--- config.mk ---
export PLATFORM = sky130hd
export DESIGN_NAME = sync_header_sum_framer
export DESIGN_NICKNAME = d
export VERILOG_FILES = /design/src/hw/rtl/shfr_pkg.sv /design/src/hw/rtl/shfr_front.sv /design/src/hw/rtl/shfr_queue.sv /design/src/hw/rtl/shfr_back.sv /design/src/hw/rtl/sync_header_sum_framer.sv
export VERILOG_INCLUDE_DIRS = /design/src /design/src/hw/rtl
export SDC_FILE = /design/constraint.sdc
export NUM_CORES = 1
export LEC_CHECK = 0
export BUFFER_PORTS_ARGS = -buffer_cell sky130_fd_sc_hd__buf_2
export CAP_MARGIN = 20
export CORE_MARGIN = 3
export CORE_UTILIZATION = 55
export CTS_CLUSTER_SIZE = 10
export DETAILED_ROUTE_END_ITERATION = 8
export PLACE_DENSITY_LB_ADDON = 0.3
export SYNTH_ARGS = -nofsm -noshare
export SYNTH_HDL_FRONTEND = slang
export SYNTH_SLANG_ARGS = --single-unit
--- constraint.sdc ---
create_clock -name clk -period 5.38 [get_ports clk]
set_clock_uncertainty 0.05 [all_clocks]
set_input_delay 0.269 -clock clk [delete_from_list [all_inputs] [get_ports clk]]
set_output_delay 0.269 -clock clk [all_outputs]
set_load 0.02 [all_outputs]
--- src/hw/rtl/sync_header_sum_framer_macros.svh ---
`ifndef SYNC_HEADER_SUM_FRAMER_MACROS_SVH
`define SYNC_HEADER_SUM_FRAMER_MACROS_SVH

// Assertion helpers for the framer. Both forms compile to nothing for synthesis.
`ifndef SYNTHESIS
`define SHFR_ASSERT(label, clk, rst_n, prop) \
    label: assert property (@(posedge clk) disable iff (!rst_n) prop) \
        else $error("shfr assertion failed");
`define SHFR_ASSERT_ALWAYS(label, clk, prop) \
    label: assert property (@(posedge clk) prop) \
        else $error("shfr assertion failed");
`else
`define SHFR_ASSERT(label, clk, rst_n, prop)
`define SHFR_ASSERT_ALWAYS(label, clk, prop)
`endif

`endif

--- src/hw/rtl/shfr_pkg.sv ---
package shfr_pkg;

    localparam logic REQ_START   = 1'b0;
    localparam logic REQ_PAYLOAD = 1'b1;

    localparam logic [7:0] SYNC_FIRST  = 8'h55;
    localparam logic [7:0] SYNC_SECOND = 8'hAA;

    typedef struct packed {
        logic        req_type;
        logic [7:0]  command;
        logic [15:0] payload_length;
        logic [7:0]  payload_byte;
    } req_item_t;

    typedef struct packed {
        logic [7:0] frame_byte;
        logic       last_of_frame;
    } rsp_item_t;

    // One classified job handed from the front end to the back end.
    // For a start job, data is the command; for a payload job it is the byte.
    // closes is set when the job ends with the checksum.
    typedef struct packed {
        logic        is_start;
        logic [7:0]  data;
        logic [15:0] length;
        logic        closes;
    } job_t;

endpackage

--- src/hw/rtl/shfr_front.sv ---
`include "sync_header_sum_framer_macros.svh"

module shfr_front (
    input  logic                clk,
    input  logic                rst_n,
    input  logic                req_valid,
    output logic                req_ready,
    input  shfr_pkg::req_item_t req_data,
    output logic                job_valid,
    input  logic                job_ready,
    output shfr_pkg::job_t      job_data
);

    logic        frame_open_reg;
    logic        frame_open_next;
    logic [15:0] remaining_reg;
    logic [15:0] remaining_next;
    logic        is_start;
    logic        accept;

    assign is_start  = (req_data.req_type == shfr_pkg::REQ_START);
    assign req_ready = job_ready;
    assign accept    = req_valid && req_ready;

    // A payload byte with no open frame is taken and dropped here.
    assign job_valid = req_valid && (is_start || frame_open_reg);

    always_comb
    begin
        job_data.is_start = is_start;
        job_data.length   = req_data.payload_length;
        if (is_start)
        begin
            job_data.data   = req_data.command;
            job_data.closes = (req_data.payload_length == 16'd0);
        end
        else
        begin
            job_data.data   = req_data.payload_byte;
            job_data.closes = (remaining_reg == 16'd1);
        end
    end

    always_comb
    begin
        frame_open_next = frame_open_reg;
        remaining_next  = remaining_reg;
        if (accept)
        begin
            if (is_start)
            begin
                remaining_next  = req_data.payload_length;
                frame_open_next = (req_data.payload_length != 16'd0);
            end
            else if (frame_open_reg)
            begin
                remaining_next  = remaining_reg - 16'd1;
                frame_open_next = (remaining_reg != 16'd1);
            end
        end
    end

    always_ff @(posedge clk or negedge rst_n)
    begin
        if (!rst_n)
        begin
            frame_open_reg <= 1'b0;
            remaining_reg  <= 16'd0;
        end
        else
        begin
            frame_open_reg <= frame_open_next;
            remaining_reg  <= remaining_next;
        end
    end

    `SHFR_ASSERT_ALWAYS(a_open_matches_count, clk, frame_open_reg == (remaining_reg != 16'd0))
    `SHFR_ASSERT(a_drop_only_when_closed, clk, rst_n, (req_valid && !job_valid) |-> (!is_start && !frame_open_reg))

endmodule

--- src/hw/rtl/shfr_queue.sv ---
`include "sync_header_sum_framer_macros.svh"

// Small job queue; DEPTH must be a power of two, at least 2.
module shfr_queue #(
    parameter int DEPTH = 4
) (
    input  logic           clk,
    input  logic           rst_n,
    input  logic           push_valid,
    output logic           push_ready,
    input  shfr_pkg::job_t push_data,
    output logic           pop_valid,
    input  logic           pop_ready,
    output shfr_pkg::job_t pop_data
);

    localparam int AW = $clog2(DEPTH);
    localparam int CW = AW + 1;

    shfr_pkg::job_t  mem [DEPTH];
    logic [AW-1:0]   wr_ptr_reg;
    logic [AW-1:0]   rd_ptr_reg;
    logic [CW-1:0]   count_reg;
    logic            push_fire;
    logic            pop_fire;

    assign push_ready = (count_reg != CW'(DEPTH));
    assign pop_valid  = (count_reg != '0);
    assign push_fire  = push_valid && push_ready;
    assign pop_fire   = pop_valid && pop_ready;
    assign pop_data   = mem[rd_ptr_reg];

    always_ff @(posedge clk)
    begin
        if (push_fire)
            mem[wr_ptr_reg] <= push_data;
    end

    always_ff @(posedge clk or negedge rst_n)
    begin
        if (!rst_n)
        begin
            wr_ptr_reg <= '0;
            rd_ptr_reg <= '0;
            count_reg  <= '0;
        end
        else
        begin
            if (push_fire)
                wr_ptr_reg <= wr_ptr_reg + 1'b1;
            if (pop_fire)
                rd_ptr_reg <= rd_ptr_reg + 1'b1;
            if (push_fire && !pop_fire)
                count_reg <= count_reg + 1'b1;
            else if (pop_fire && !push_fire)
                count_reg <= count_reg - 1'b1;
        end
    end

    `SHFR_ASSERT_ALWAYS(a_count_bounded, clk, count_reg <= CW'(DEPTH))
    `SHFR_ASSERT(a_count_grows, clk, rst_n, (push_fire && !pop_fire) |=> (count_reg == $past(count_reg) + 1'b1))

endmodule

--- src/hw/rtl/shfr_back.sv ---
`include "sync_header_sum_framer_macros.svh"

module shfr_back (
    input  logic                clk,
    input  logic                rst_n,
    input  logic [7:0]          frame_version,
    input  logic                job_valid,
    output logic                job_ready,
    input  shfr_pkg::job_t      job_data,
    output logic                rsp_valid,
    input  logic                rsp_ready,
    output shfr_pkg::rsp_item_t rsp_data
);

    typedef enum logic [2:0] {
        ST_FIRST,
        ST_SYNC2,
        ST_VER,
        ST_CMD,
        ST_LEN_HI,
        ST_LEN_LO,
        ST_SUM
    } step_t;

    step_t               step_reg;
    step_t               step_after;
    logic [7:0]          sum_reg;
    logic [7:0]          sum_next;
    logic [7:0]          sum_base;
    logic                rsp_valid_reg;
    shfr_pkg::rsp_item_t rsp_data_reg;
    logic [7:0]          byte_cur;
    logic                last_cur;
    logic                done_cur;
    logic                slot_free;
    logic                fire;

    assign slot_free = !rsp_valid_reg || rsp_ready;
    assign fire      = job_valid && slot_free;
    assign job_ready = fire && done_cur;
    assign rsp_valid = rsp_valid_reg;
    assign rsp_data  = rsp_data_reg;

    always_comb
    begin
        byte_cur   = 8'd0;
        last_cur   = 1'b0;
        done_cur   = 1'b0;
        step_after = ST_FIRST;
        unique case (step_reg)
            ST_FIRST:
            begin
                if (job_data.is_start)
                begin
                    byte_cur   = shfr_pkg::SYNC_FIRST;
                    step_after = ST_SYNC2;
                end
                else
                begin
                    byte_cur   = job_data.data;
                    done_cur   = !job_data.closes;
                    step_after = ST_SUM;
                end
            end
            ST_SYNC2:
            begin
                byte_cur   = shfr_pkg::SYNC_SECOND;
                step_after = ST_VER;
            end
            ST_VER:
            begin
                byte_cur   = frame_version;
                step_after = ST_CMD;
            end
            ST_CMD:
            begin
                byte_cur   = job_data.data;
                step_after = ST_LEN_HI;
            end
            ST_LEN_HI:
            begin
                byte_cur   = job_data.length[15:8];
                step_after = ST_LEN_LO;
            end
            ST_LEN_LO:
            begin
                byte_cur   = job_data.length[7:0];
                done_cur   = !job_data.closes;
                step_after = ST_SUM;
            end
            ST_SUM:
            begin
                byte_cur = sum_reg;
                last_cur = 1'b1;
                done_cur = 1'b1;
            end
            default:
            begin
                done_cur = 1'b1;
            end
        endcase
    end

    // The first header byte restarts the sum, which drops any abandoned frame.
    assign sum_base = (step_reg == ST_FIRST && job_data.is_start) ? 8'd0 : sum_reg;
    assign sum_next = last_cur ? sum_reg : sum_base + byte_cur;

    always_ff @(posedge clk or negedge rst_n)
    begin
        if (!rst_n)
        begin
            step_reg      <= ST_FIRST;
            sum_reg       <= 8'd0;
            rsp_valid_reg <= 1'b0;
            rsp_data_reg  <= '0;
        end
        else if (fire)
        begin
            step_reg                   <= done_cur ? ST_FIRST : step_after;
            sum_reg                    <= sum_next;
            rsp_valid_reg              <= 1'b1;
            rsp_data_reg.frame_byte    <= byte_cur;
            rsp_data_reg.last_of_frame <= last_cur;
        end
        else if (rsp_ready)
        begin
            rsp_valid_reg <= 1'b0;
        end
    end

    `SHFR_ASSERT(a_mid_job_has_head, clk, rst_n, (step_reg != ST_FIRST) |-> job_valid)
    `SHFR_ASSERT(a_sum_only_when_closing, clk, rst_n, (step_reg == ST_SUM) |-> job_data.closes)

endmodule

--- src/hw/rtl/sync_header_sum_framer.sv ---
// Frame builder for 55 AA framed packets: sync bytes, version, command, 16-bit length,
// payload, and an 8-bit wrapping sum of all earlier frame bytes with last_of_frame set.
// The front end classifies each request (dropping payload bytes with no open frame) and
// queues it; the back end drives one byte per cycle into a registered output. A payload
// byte yields one output byte, two when it carries the closing checksum; a start request
// yields six output bytes, seven with a zero length. The single output register sets the
// rate: one byte per cycle when the sink is always ready. The QUEUE_DEPTH-entry queue
// (a power of two, at least 2) lets requests keep arriving while a header drains.
// frame_version is to be written through the cfg port only while the block is idle; the
// block itself does not enforce this. No clearing pass follows reset.
module sync_header_sum_framer #(
    parameter int QUEUE_DEPTH = 4
) (
    input  logic                clk,
    input  logic                rst_n,
    input  logic                req_valid,
    output logic                req_ready,
    input  shfr_pkg::req_item_t req_data,
    output logic                rsp_valid,
    input  logic                rsp_ready,
    output shfr_pkg::rsp_item_t rsp_data,
    input  logic                cfg_valid,
    output logic                cfg_ready,
    input  logic [7:0]          cfg_data
);

    logic           frame_version_reg;
    logic [7:0]     version_reg;
    logic           fj_valid;
    logic           fj_ready;
    shfr_pkg::job_t fj_data;
    logic           bj_valid;
    logic           bj_ready;
    shfr_pkg::job_t bj_data;

    assign cfg_ready = 1'b1;

    // frame_version_reg marks that the version register has seen a write.
    always_ff @(posedge clk or negedge rst_n)
    begin
        if (!rst_n)
        begin
            version_reg       <= 8'd0;
            frame_version_reg <= 1'b0;
        end
        else if (cfg_valid && cfg_ready)
        begin
            version_reg       <= cfg_data;
            frame_version_reg <= 1'b1;
        end
    end

    shfr_front u_front (
        .clk       (clk),
        .rst_n     (rst_n),
        .req_valid (req_valid),
        .req_ready (req_ready),
        .req_data  (req_data),
        .job_valid (fj_valid),
        .job_ready (fj_ready),
        .job_data  (fj_data)
    );

    shfr_queue #(
        .DEPTH (QUEUE_DEPTH)
    ) u_queue (
        .clk        (clk),
        .rst_n      (rst_n),
        .push_valid (fj_valid),
        .push_ready (fj_ready),
        .push_data  (fj_data),
        .pop_valid  (bj_valid),
        .pop_ready  (bj_ready),
        .pop_data   (bj_data)
    );

    shfr_back u_back (
        .clk           (clk),
        .rst_n         (rst_n),
        .frame_version (frame_version_reg ? version_reg : 8'd0),
        .job_valid     (bj_valid),
        .job_ready     (bj_ready),
        .job_data      (bj_data),
        .rsp_valid     (rsp_valid),
        .rsp_ready     (rsp_ready),
        .rsp_data      (rsp_data)
    );

endmodule

# --- After elaboration in Yosys (flattened, before gate mapping) ---
# Memory sizes are Yosys's and may differ from the RTL's.
# Index checks and enable logic that the tools add are counted.
op_classes:
  addsub: 6
  n_eq_ne: 10
  n_mux: 22
  n_bitwise: 2
  n_reduce_logical: 24
op_table:
  columns: ["operator", "count"]
  rows:
  - ["$pmux W8 S7", 1]
  - ["$mux W16", 2]
  - ["$mux W8", 4]
  - ["$pmux W3 S6", 1]
  - ["$eq A16 B1 Y1 const B", 1]
  - ["$logic_not A16 Y1", 1]
  - ["$ne A16 B1 Y1 const B", 1]
  - ["$reduce_bool A16 Y1", 1]
  - ["$sub A16 B1 Y16 const B", 1]
  - ["$mux W3", 4]
  - ["$eq A3 B3 Y1 const B", 3]
  - ["$logic_and A1 B1 Y1", 9]
  - ["$mux W1", 9]
  - ["$add A8 B8 Y8", 1]
  - ["$eq A3 B2 Y1 const B", 2]
  - ["$add A2 B1 Y2 const B", 2]
  - ["$logic_not A1 Y1", 4]
  - ["$reduce_and A2 Y1", 2]
  - ["$reduce_bool A2 Y1", 2]
  - ["$reduce_or A4 Y1", 1]
  - ["$add A3 B1 Y3 const B", 1]
  - ["$eq A3 B1 Y1 const B", 1]
  - ["$logic_not A3 Y1", 1]
  - ["$ne A3 B3 Y1 const B", 1]
  - ["other kinds (6)", 8]
totals:
  register_bits: 54
  mem_bits_rw: 104
  in_bits: 46
  output_inout_bits: 12
  mem_count: 1
memory_table:
  columns: ["name", "depth", "word_bits", "read_ports", "rd_ports_with_merged_regs", "write_ports", "line", "source"]
  rows:
  - ["u_queue.mem", 4, 26, 1, 0, 1, "shfr_queue.sv:20", "shfr_pkg::job_t mem [DEPTH];"]

# --- Depth between registers and ports, before layout ---
# An unclocked memory read counts as a cell.
depth:
  depth_word: 9
  depth_mapped: 16

# --- Modules after synthesis ---
# Synthesis repeated with hierarchy kept, for this count alone.
unflattened:
  hier_cells: 546
  area_unflattened_um2: 7676.1
modules_own_cells:
  columns: ["mod", "n_inst", "cells_each", "area_each_um2", "seq_area_each_um2"]
  rows:
  - ["shfr_queue", 1, 171, 4216.5, 3298.2]
  - ["shfr_back", 1, 178, 1646.6, 525.5]
  - ["shfr_front", 1, 168, 1388.8, 425.4]
  - ["sync_header_sum_framer", 1, 29, 424.2, 225.2]

# --- Worst setup path after synthesis ---
# OpenSTA, ideal clock, no wires.
synth_timing:
  path_type: "register -> register"
  start: "reg u_queue.rd_ptr_reg[0]"
  end: "reg u_back.sum_reg[7]"
  setup_ns: 0.121
  arrival_ns: 3.185
  setup_slack_ns: 2.024
  path_stages_with_launch: 15
  cell_sequence: "dfrtp_1 -> buf_6 -> buf_12 -> mux4_2 -> nor3_1 -> nor3_1 -> a311oi_1 -> nor2_1 -> ha_1 -> nand3_1 -> o2111ai_1 -> and2_1 -> and3_1 -> a2111o_1 -> nand2b_1"
synth_between:
  elab_chain_len: 4
  elab_cells_between_ends: 6
  cone_classes: "add/sub: 1; mux: 3; reduce/logical: 1; memory: 1"
synth_rtl:
  columns: ["element", "line", "source"]
  rows:
  - ["start: declaration", "shfr_queue.sv:22", "logic [AW-1:0] rd_ptr_reg;"]
  - ["start signal: assignment", "shfr_queue.sv:52", "rd_ptr_reg <= rd_ptr_reg + 1'b1;"]
  - ["$mem_v2 Z4 W26 (*)", null, null]
  - ["$mux W8", "shfr_back.sv:53", "if (job_data.is_start)"]
  - ["$pmux W8 S7 (*)", "shfr_back.sv:50", "unique case (step_reg)"]
  - ["net u_back.byte_cur[2]", "shfr_back.sv:32", "logic [7:0] byte_cur;"]
  - ["$add A8 B8 Y8 (*)", "shfr_back.sv:106", "assign sum_next = last_cur ? sum_reg : sum_base + byte_cur;"]
  - ["end signal: assignment", "shfr_back.sv:120", "sum_reg <= sum_next;"]
  - ["end: declaration", "shfr_back.sv:27", "logic [7:0] sum_reg;"]
# The timed path passes the listed nets; every way through them passes the cells marked *.
# A chain may end at the register's enable or synchronous reset.

# --- Worst setup path in the final report ---
# Same ends and word-level chain as after synthesis.

==> impl_metrics.csv <==
group,metric,value,unit
worst_setup_path,startpoint,"u_queue.rd_ptr_reg[0]",
routing,dr.pass1.iters,5,
clock_network,cts_resized,0,
grt,grt_pass1_wl,25600,µm
synth,yosysWarnings,0,
timing,setup_viol,0,
grt,grt_max_degree,55,
worst_hold_path,whs_path_depth,2,
floorplanning,rows,41,
timing,finalCritPeriodShare,78.1,%
placed_design,hpwlAfterDp,10300,µm
clock_network,cts_hold_repair.buffers,2,
outcome,status,"finished, final reports clean",
worst_setup_path,reg2reg_from,"u_queue.rd_ptr_reg[0]",
routing,drt-wirelength-per-cell,20.2,µm
timing,min_period,4200,ps
clock_network,cts-htree-levels,4,
timing,rsz0062_at_grt,"no",
layout,num-fill-cells,979,
timing,fin_ws,1180,ps
grt,grt_util_all_layers,23.0,%
synth,synthFlopType,"edfxtp_1",
worst_setup_path,startpoint_type,"register",
layout,seq_area,4470,µm²
placed_design,post-place-ws,1330,ps
worst_setup_path,end_kind,"register",
floorplanning,core-area,12900,µm²
routing,antenna_left,0,
grt,gr-total-overflow,0,
pwr,p_clk_share,22.5,%
grt,grt_pass1_vias,4740,
floorplanning,start_util,57.8,%
layout,area_delta_synth_final,13.1,%
timing,tightest_slew,1120,ps
routing,vias,4761,
timing,relSlewSlack,24.1,%
synth,synthArstFlopShare,34.2,%
worst_hold_path,worstHoldPathType,"input port to register",
worst_setup_path,worst-r2r-cell-count,12,
layout,antennaDiodeCount,0,
floorplanning,die_x,123,µm
floorplanning,die_h,123,µm
clock_network,cts_tree,"built",
floorplanning,dieArea,15000,µm²
worst_setup_path,worstPathRequired,5640,ps
synth,synth_edf_count,104,
routing,routed_via_density,6.00,
worst_setup_path,arrival,4460,ps
pwr,powerDensity,603,nW/µm²
run,max_cap_viol_count,0,
clock_network,post_cts_buffers,0,
synth,avgSynthCellArea,13.6,µm²
pwr,p_sw_share,37.6,%
synth,yosys_register_bits,158,
synth,netlist_instances,550,
pwr,ir_worst_vdd,0.000268,V
clock_network,cts_made_buffers,17,
worst_hold_path,worstHoldStart,"cfg_data[5]",
synth,seq_area_frac_synth,59.8,%
layout,nets,670,
worst_setup_path,worst-setup-path-type,"register to register",
synth,synth.distinct_cells,69,
routing,drt_iter0_markers,489,
pwr,p_leak,3.20,nW
pwr,p_sw,1.92,mW
clock_network,clk_pin_slew,60,ps
synth,syn_nets,612,
worst_hold_path,hold_end,"version_reg[5]",
layout,final_layout_size_suffix_gt1_share,25.0,%
worst_setup_path,worstReg2RegEnd,"u_back.sum_reg[7]",
pwr,p_comb_share,39.0,%
clock_network,cts_buffer_depth,2,
placed_design,gp_congestion,0.883,
floorplanning,io_pins,58,
routing,post-route-drc-count,0,
layout,largest_reg_flops,104,
worst_setup_path,crit_fanout,18,
layout,multiInputGateArea,2770,µm²
pwr,intPower,3.18,mW
pwr,totalPowerFinal,5.10,mW
timing,whs,27.8,ps
routing,wirelength,16000,µm
synth,netlist_area,7480,µm²
clock_network,clock_latency,430,ps
timing,timing.final.hold_violations,0,
clock_network,cts_root_buf,"clkbuf_16",
clock_network,cts.sinks,158,
timing,fmaxAchievable,238,MHz
timing,setup_tns,0,ps
placed_design,io_buffers,56,
pwr,seqPwrFrac,38.5,%
timing,slew_viol_final,0,
grt,antenna_found_initial,0,
worst_setup_path,r2r_slack,1180,ps
## cell usage after synthesis, types with 5 or more instances
master,instances,area share (%)
nor4_1,5,0.42
nor2b_1,6,0.50
xor2_1,6,0.70
mux2i_1,10,1.3
ha_1,14,2.3
edfxtp_1,104,42
o22ai_1,10,0.84
and2_1,11,0.92
nor2_1,34,1.7
mux4_2,20,6.0
o31ai_1,6,0.60
dfrtp_1,54,18
mux2_2,24,3.6
a22oi_1,12,1.2
nor3_1,14,0.94
nand2_1,45,2.3
nand3_1,10,0.67
o21ai_0,21,1.4
inv_1,14,0.70
clkbuf_1,15,0.75
a21oi_1,23,1.5
## cell type report
class | instances | area share [%]
tap | 172 | 2.55
clock inverter | 13 | 1.51
clock buffer | 19 | 5.12
multi-input combinational | 348 | 32.8
inverter | 15 | 0.666
sequential | 158 | 52.9
timing repair buffer | 68 | 4.44
## power by group through the flow
stage	Sequential (mW)	Combinational [mW]	Clock, mW
floorplan	1.86	1.61	0
global placement	1.96	1.92	0
detailed placement	1.98	1.96	0
CTS	1.96	1.99	1.17
global route	2.01	2.22	1.22
finish	1.97	1.99	1.15
## stage by stage
step           cells  instance area [µm²]  util (%)
4_1_cts          793                 8450      65.4
5_1_grt          793                 8450      65.4
2_1_floorplan    550                 7480         -
3_5_place_dp     759                 7870      60.9
6_report         793                 8450      65.4
3_3_place_gp     759                 7870      60.9
## critical path, stage by stage (launching register included)
cell and delay (ps):
dfrtp_1 890, buf_4 340, mux4_1 580, a21oi_1 180
o32ai_1 100, a21o_1 210, ha_1 300, a21oi_1 280
o2111ai_1 200, and2_1 210, and3_1 190, a2111o_1 400
nand2b_1 150
## cell usage in the layout, fill, tap and decap left out, types with 17 or more instances in the layout
| cell | count |
|---|---|
| edfxtp_1 | 104 |
| buf_2 | 56 |
| dfrtp_1 | 54 |
| nand2_1 | 45 |
| nor2_1 | 34 |
| mux2_2 | 24 |
| a21oi_1 | 23 |
| o21ai_0 | 21 |
| mux4_2 | 20 |
| clkbuf_16 | 17 |
## logic make-up (layout without fill, tap and decap cells)
| group | Yosys count | count (layout) | share of synthesized area [%] |
|---|---|---|---|
| xor+xnor | 9 | 9 | 1.05 |
| fa+ha+maj | 16 | 16 | 2.88 |
| mux | 58 | 58 | 12.4 |
| buf+inv | 44 | 115 | 3.10 |
| flops | 158 | 158 | 59.8 |
| other cells | 1 | 1 | 0.0502 |
| compound gates | 103 | 103 | 9.22 |
| simple gates | 161 | 161 | 11.5 |
## worst max path at each step
stage / end / slack (ps) / depth (start not counted)
finish: u_back.sum_reg[7] / 1180 / 12
global route: u_back.sum_reg[7] / 890 / 12
CTS: u_back.sum_reg[7] / 1250 / 12
detailed placement: u_back.sum_reg[7] / 1330 / 12
global placement: u_back.sum_reg[7] / 1370 / 12
floorplan: u_back.sum_reg[7] / 2020 / 14
## metal layers
| metal | global-route usage [%] | share of wire [%] |
|---|---|---|
| met5 | 0 | 0 |
| met4 | 8.82 | 2.3 |
| met3 | 5.02 | 6.8 |
| met2 | 37.3 | 50 |
| met1 | 30.7 | 41 |
(Power assumes the default switching activity.)
